`src/hw/rtl/vna_pkg.sv`:
```
`timescale 1ns / 1ps
`default_nettype none

package vna_pkg;

  localparam int unsigned VNA_MAX_VERTICES = 64;

  localparam int unsigned CROSS_STEPS = 6;   // products of the cross product
  localparam int unsigned SQ_STEPS    = 3;   // squares summed into the squared length
  localparam int unsigned SQRT_STEPS  = 31;  // result bits of the square root
  localparam int unsigned DIV_STEPS   = 15;  // quotient bits per component

  typedef enum logic [1:0] {
    REQ_POS_WR = 2'd0,
    REQ_TRI    = 2'd1,
    REQ_READ   = 2'd2,
    REQ_CLEAR  = 2'd3
  } vna_req_e;

  typedef enum logic [4:0] {
    ST_IDLE,
    ST_DEC,
    ST_RDA,
    ST_RDB,
    ST_RDC,
    ST_EDG,
    ST_MUL,
    ST_RARD,
    ST_NLD,
    ST_SHF,
    ST_SQ,
    ST_SQI,
    ST_SQRT,
    ST_NCHK,
    ST_DLD,
    ST_DIT,
    ST_DST,
    ST_ARD,
    ST_AWR,
    ST_FIN
  } vna_state_e;

  typedef struct packed {
    logic       latch;
    logic       pos_wr;
    logic       pos_rd;
    logic       acc_clr;
    logic       acc_rd;
    logic       acc_wr;
    logic       cap_pa;
    logic       cap_e1;
    logic       cap_e2;
    logic       mul_en;
    logic       mul_sq;
    logic       mag_ld;
    logic       shift;
    logic       sqrt_init;
    logic       sqrt_en;
    logic       div_ld;
    logic       div_en;
    logic       div_st;
    logic       zero_nrm;
    logic       out_ld;
    logic [1:0] comp;
    logic [4:0] cnt;
  } vna_cmd_t;

  typedef struct packed {
    vna_req_e req;
    logic     rng_v;
    logic     rng_tri;
    logic     mag_big;
    logic     len_zero;
    logic     out_free;
  } vna_sts_t;

endpackage

`default_nettype wire

```
`src/hw/rtl/vna_ctrl.sv`:
```
`timescale 1ns / 1ps
`default_nettype none

module vna_ctrl import vna_pkg::*; (
  input  wire logic     clk_i,
  input  wire logic     rst_ni,
  input  wire logic     in_valid_i,
  output logic          in_stall_o,
  input  wire vna_sts_t sts_i,
  output vna_cmd_t      cmd_o
);

  vna_state_e state_q, state_d;
  logic [4:0] cnt_q, cnt_d;
  logic [1:0] comp_q, comp_d;

  always_ff @(posedge clk_i or negedge rst_ni) begin
    if (!rst_ni) begin
      state_q <= ST_IDLE;
      cnt_q   <= '0;
      comp_q  <= '0;
    end else begin
      state_q <= state_d;
      cnt_q   <= cnt_d;
      comp_q  <= comp_d;
    end
  end

  always_comb begin
    state_d    = state_q;
    cnt_d      = '0;
    comp_d     = comp_q;
    cmd_o      = '0;
    cmd_o.cnt  = cnt_q;
    cmd_o.comp = comp_q;
    in_stall_o = 1'b1;
    unique case (state_q)
      ST_IDLE: begin
        in_stall_o = 1'b0;
        if (in_valid_i) begin
          cmd_o.latch = 1'b1;
          state_d     = ST_DEC;
        end
      end
      ST_DEC: begin
        comp_d = '0;
        unique case (sts_i.req)
          REQ_POS_WR: begin
            cmd_o.pos_wr = sts_i.rng_v;
            state_d      = ST_FIN;
          end
          REQ_CLEAR: begin
            cmd_o.acc_clr = 1'b1;
            state_d       = ST_FIN;
          end
          REQ_TRI:  state_d = sts_i.rng_tri ? ST_RDA : ST_FIN;
          REQ_READ: state_d = sts_i.rng_v ? ST_RARD : ST_FIN;
          default:  state_d = ST_FIN;
        endcase
      end
      ST_RDA: begin
        cmd_o.pos_rd = 1'b1;
        cmd_o.comp   = 2'd0;
        state_d      = ST_RDB;
      end
      ST_RDB: begin
        cmd_o.pos_rd = 1'b1;
        cmd_o.comp   = 2'd1;
        cmd_o.cap_pa = 1'b1;
        state_d      = ST_RDC;
      end
      ST_RDC: begin
        cmd_o.pos_rd = 1'b1;
        cmd_o.comp   = 2'd2;
        cmd_o.cap_e1 = 1'b1;
        state_d      = ST_EDG;
      end
      ST_EDG: begin
        cmd_o.cap_e2 = 1'b1;
        state_d      = ST_MUL;
      end
      ST_MUL: begin
        cmd_o.mul_en = 1'b1;
        if (cnt_q == 5'(CROSS_STEPS)) state_d = ST_NLD;
        else cnt_d = cnt_q + 5'd1;
      end
      ST_RARD: begin
        cmd_o.acc_rd = 1'b1;
        state_d      = ST_NLD;
      end
      ST_NLD: begin
        cmd_o.mag_ld = 1'b1;
        state_d      = ST_SHF;
      end
      ST_SHF: begin
        if (sts_i.mag_big) cmd_o.shift = 1'b1;
        else state_d = ST_SQ;
      end
      ST_SQ: begin
        cmd_o.mul_en = 1'b1;
        cmd_o.mul_sq = 1'b1;
        if (cnt_q == 5'(SQ_STEPS)) state_d = ST_SQI;
        else cnt_d = cnt_q + 5'd1;
      end
      ST_SQI: begin
        cmd_o.sqrt_init = 1'b1;
        state_d         = ST_SQRT;
      end
      ST_SQRT: begin
        cmd_o.sqrt_en = 1'b1;
        if (cnt_q == 5'(SQRT_STEPS - 1)) state_d = ST_NCHK;
        else cnt_d = cnt_q + 5'd1;
      end
      ST_NCHK: begin
        comp_d = '0;
        if (sts_i.len_zero) begin
          cmd_o.zero_nrm = 1'b1;
          state_d        = (sts_i.req == REQ_TRI) ? ST_ARD : ST_FIN;
        end else begin
          state_d = ST_DLD;
        end
      end
      ST_DLD: begin
        cmd_o.div_ld = 1'b1;
        state_d      = ST_DIT;
      end
      ST_DIT: begin
        cmd_o.div_en = 1'b1;
        if (cnt_q == 5'(DIV_STEPS - 1)) state_d = ST_DST;
        else cnt_d = cnt_q + 5'd1;
      end
      ST_DST: begin
        cmd_o.div_st = 1'b1;
        if (comp_q == 2'd2) begin
          comp_d  = '0;
          state_d = (sts_i.req == REQ_TRI) ? ST_ARD : ST_FIN;
        end else begin
          comp_d  = comp_q + 2'd1;
          state_d = ST_DLD;
        end
      end
      ST_ARD: begin
        cmd_o.acc_rd = 1'b1;
        state_d      = ST_AWR;
      end
      ST_AWR: begin
        cmd_o.acc_wr = 1'b1;
        if (comp_q == 2'd2) begin
          state_d = ST_FIN;
        end else begin
          comp_d  = comp_q + 2'd1;
          state_d = ST_ARD;
        end
      end
      ST_FIN: begin
        if (sts_i.out_free) begin
          cmd_o.out_ld = 1'b1;
          state_d      = ST_IDLE;
        end
      end
      default: state_d = ST_IDLE;
    endcase
  end

endmodule

`default_nettype wire

```
`config.mk`:
```
export PLATFORM = sky130hd
export DESIGN_NAME = vna_ctrl
export DESIGN_NICKNAME = d
export VERILOG_FILES = /design/src/hw/rtl/vna_pkg.sv /design/src/hw/rtl/vna_ctrl.sv
export SDC_FILE = /design/constraint.sdc
export NUM_CORES = 1
export LEC_CHECK = 0
export BUFFER_PORTS_ARGS = -buffer_cell sky130_fd_sc_hd__buf_4
export CORE_MARGIN = 2
export CORE_UTILIZATION = 55
export CTS_CLUSTER_DIAMETER = 200
export DETAILED_ROUTE_END_ITERATION = 16
export GPL_ROUTABILITY_DRIVEN = 0
export GPL_TIMING_DRIVEN = 0
export PLACE_DENSITY = 0.95
export SLEW_MARGIN = 25
export SYNTH_ARGS = -nofsm -noshare
export SYNTH_HDL_FRONTEND = slang
export SYNTH_SLANG_ARGS = --single-unit
```
`constraint.sdc`:
```
create_clock -name clk_i -period 5.1 [get_ports clk_i]
set_input_delay 0.255 -clock clk_i [delete_from_list [all_inputs] [get_ports clk_i]]
set_output_delay 0.255 -clock clk_i [all_outputs]
set_load 0.01 [all_outputs]
```
---- Word level (Yosys, flattened, before mapping) ----
Index checks and enable logic that the tools add are counted.
operators by class
  add/subtract/negate cells ............... 2
  mux-type cells .......................... 51
  reductions and logical operators ........ 10
  equal/unequal tests ..................... 35
operators with widths
  kind                   count
  $pmux W5 S20           1
  $mux W5                15
  $eq A5 B4 Y1 const B   9
  $mux W1                27
  $eq A5 B3 Y1 const B   5
  $eq A5 B5 Y1 const B   5
  $pmux W5 S4            1
  $ne A2 B2 Y1 const B   8
  $eq A5 B2 Y1 const B   3
  $pmux W5 S3            1
  $pmux W2 S3            2
  $mux W2                4
  $reduce_or A2 Y1       4
  $reduce_and A7 Y1      1
  $eq A2 B2 Y1 const B   3
  $add A5 B1 Y5 const B  1
  $eq A5 B1 Y1 const B   1
  $logic_not A5 Y1       1
  $reduce_bool A3 Y1     1
  $reduce_or A3 Y1       1
  $add A2 B1 Y2 const B  1
  $eq A2 B1 Y1 const B   1
  $logic_not A2 Y1       1
  $reduce_and A2 Y1      1
storage, ports and cells
  word-level logic and storage cells ...... 101
  register bits after elaboration ......... 12
  input bits .............................. 10

---- Depth between registers and ports, before layout ----
  depth after elaboration ................. 4
  gate-level depth with buffers ........... 9

---- Worst setup path before layout ----
Ideal clock, no wire load.
  path kind ............................... register to register
  from .................................... reg cnt_q[0]
  to ...................................... reg state_q[1]
  cell stages (with the launch flop) ...... 10
  arrival ................................. 1.821 ns
  period minus slack after synthesis ...... 1.949 ns
  setup time .............................. 0.128 ns
  slack ................................... 3.151 ns
  buffers on the path ..................... 1
  cell sequence ........................... dfrtp_1 -> inv_1 -> ha_1 -> and3_1 -> a31oi_1 -> nor2_1 -> o31a_1 -> buf_6 -> nand2_4 -> mux2_1
on the way
  longest elaborated chain between the ends .. 3
  elaborated cells on any way between the ends .. 9
  those cells by class .................... eq/ne: 8; reduce/logical: 1
ends and longest elaborated chain
  item                                  line             text
  from (decl)                           vna_ctrl.sv:14   logic [4:0] cnt_q, cnt_d;
  from (signal assigned)                vna_ctrl.sv:24   cnt_q <= cnt_d;
  $eq A5 B4 Y1 (tied with other cells)  vna_ctrl.sv:129  if (cnt_q == 5'(DIV_STEPS - 1)) state_d = ST_DST;
  $ne A2 B2 Y1 (no line)                --
  $reduce_and A7 Y1 (no line) (*)       --
  to (signal assigned)                  vna_ctrl.sv:23   state_q <= state_d;
  to (decl)                             vna_ctrl.sv:13   vna_state_e state_q, state_d;
Every way passes the cells marked *; elsewhere a longest branch is shown, timed or not.
A chain may end at the register's enable or synchronous reset.

==> results.cfg <==
[detailed_routing]
postRouteAntennaNets = 0
vias = 1377
route.detailed.drc = 0
drt_first_pass_iters = 4
routed_via_density = 6.013
drt_iter0_drc = 68
drt-total-wl_um = 3567
avgRoutedWirePerCell_um = 15.58

[worst_hold_path]
hp-class = in2reg
hold_depth = 2

[finish]
num-nets-final = 222
final_area_sq_um = 1570
final_common_cell = buf_4
post_route_cells_drive_above_1_share = 0.2723
multi_input_area_sq_um = 830.8
diodes = 0
fillers = 147
syn_to_final_growth_pct = 29.52
ff_latch_area_sq_um = 300.3
final_cell_mix = buf_4, nor2_1, nor3_1, dfrtp_1, a21oi_1

[yosys]
synth-simple-area-share = 0.3230
muxShareOfSynthArea = 0.03612
synth_area_sq_um = 1212
syn_inst = 160
yosysWarnings = 0
async_flop_share = 1.000
synth-edff-count = 0
synth_area_leader_cell = dfrtp_1
synth_top_family_by_area = simple AND/OR/NAND/NOR gates
syn_avg_cell_area_sq_um = 7.578
synth_top_area_share = 0.2477
synth-xor-area-share = 0.01445
ys_types = 45
ys_seq_area_frac = 0.2477
synth_area_leaders = dfrtp_1, ha_1, nor2_1
synth-seq-cells = 12
synthAdderAreaFrac = 0.09288
ys.flop_type = dfrtp_1
synth_nets = 179
synth_compound_area_frac = 0.2188

[global_routing]
grt_pass1_wl_um = 6106
grt_overflow_total = 0
grt.total_usage = 0.3025
grt_pass1_vias = 1365
grt_start_max_net_pins = 13
grt_antenna_before_repair = 0

[sta]
fin_worst_skew_ps = 4.628
fmax_mhz = 433.4
fin_crit_ps = 2307
fin_crit_sh = 0.4524
tns_ps = 0
rsz0062_at_grt = no
slew_headroom = 0.6400
finalSetupViolations = 0
finalMaxSlewViolations = 0
tightest_slew_ps = 532.6
hold_violations = 0

[worst_setup_path]
rr_worst_depth = 7
rrSetupSlack_ps = 2970
worstSetupEndpointType = primary output
critPathRequiredTime_ps = 4850
r2r-start = state_q[2]
r2r-end = state_q[1]
cp-startpoint = state_q[1]
cp-start-kind = register
crit_end = cmd_o[22]
critical_path_class = reg2out
cp_data_arrival_time_ps = 2050
crit_fanout = 10

[clocking]
cts_tree = built
holdBufCountCts = 1
postCtsResizedCells = 0
clkTransAtPathRegs_ps = 70
cts_max_level = 1
postCtsSetupBuffers = 0
cts_made_buffers = 3
cts_sinks = 12
clockBufferDepth = 2
cts-root-buf = clkbuf_4
clock_latency_ps = 270

[floorplanning]
die_area_sq_um = 2596
initial_core_util = 0.5996
fp.dieW_um = 50.95
ios = 38
chipHeight_um = 50.95
core-area_sq_um = 2022
row_count = 16

[power_and_ir_drop]
power.density_nw_per_um2 = 574.7
vdd_drop_max_mv = 0.3866
p_leak_nw = 0.7392

[status]
status = finished clean

[run]
cap_viol_max_count = 0

[placed_design]
place_hpwl_um = 2737
dpl_cell_area_sq_um = 1524
port_buffers = 37
-- flip-flops by register name, indices dropped and copies added, names as in the netlist --
register / count
cnt_q: 5
state_q: 5
comp_q: 2
-- worst max-delay path: stages, from the launching register on --
cell	delay, ps
dfrtp_1	370
buf_2	230
buf_2	250
buf_1	380
nand2_1	100
nor2_1	100
a21oi_1	50
nor3_1	150
buf_4	150
-- Yosys cell counts, types with 2 or more instances --
library cell and n:
nor3_1 12, a21oi_1 11, o21bai_1 2, a31oi_1 4, dfrtp_1 12, buf_2 5, nand2b_1 6, inv_1 8
o32ai_1 3, buf_1 3, nor2b_1 4, nand3_1 4, ha_1 9, and3_1 4, nand2_1 9, a22oi_1 4
mux2_2 2, nor2_1 23, o31ai_1 3, xor2_1 2, o21ai_0 6
-- worst min path at each step --
stage,start,end
detailed placement,rst_ni,comp_q[0]
floorplan,rst_ni,cnt_q[0]
finish,sts_i[0],state_q[4]
global route,sts_i[0],state_q[4]
CTS,sts_i[0],state_q[4]
global placement,rst_ni,cnt_q[0]
-- cells by family (layout without fill, tap and decap cells) --
| logic type | Yosys count | count (layout) |
|---|---|---|
| XOR/XNOR | 2 | 2 |
| AND/OR/NAND/NOR | 75 | 75 |
| flip-flops | 12 | 12 |
| multiplexers | 4 | 4 |
| buffers and inverters | 18 | 60 |
| AO/OA/AOI/OAI | 40 | 40 |
| adder cells (fa/ha/maj) | 9 | 9 |
-- layer usage --
metal  global-route usage  part of all wire
met5                    0                 0
met4              0.06306            0.0022
met2               0.5152              0.50
met1               0.3817              0.41
met3              0.08187             0.091
-- area by class of cell --
class,count,area share
multi-input cells,130,0.5291
flip-flops and latches,12,0.1912
repair buffers,38,0.1833
plain buffers,10,0.03267
clock buffers,4,0.02311
well taps,27,0.02151
inverters,8,0.01912
-- power by group --
group / total, W / switching [W] / leakage [nW] / internal (W)
clock network: 0.0000737 / 0.0000303 / 0.0210 / 0.0000434
logic: 0.000664 / 0.000394 / 0.564 / 0.000269
registers: 0.000165 / 0.0000355 / 0.154 / 0.000129
total: 0.000902 / 0.000460 / 0.739 / 0.000442
-- through the flow --
stage / cells / hold slack (ps) / utilization / power, W / worst slack, ps
global placement: 224 / 96.36 / 0.7537 / 0.0007767 / 3123
floorplan: 160 / -40.59 / - / 0.0006095 / 3151
detailed placement: 224 / 99.39 / 0.7537 / 0.0008125 / 3021
global route: 229 / 218.6 / 0.7766 / 0.0009841 / 2610
CTS: 229 / 207.2 / 0.7766 / 0.0008916 / 2826
finish: 229 / 216.1 / 0.7766 / 0.0009024 / 2793
Note: power is estimated with default switching activity, not from simulation.
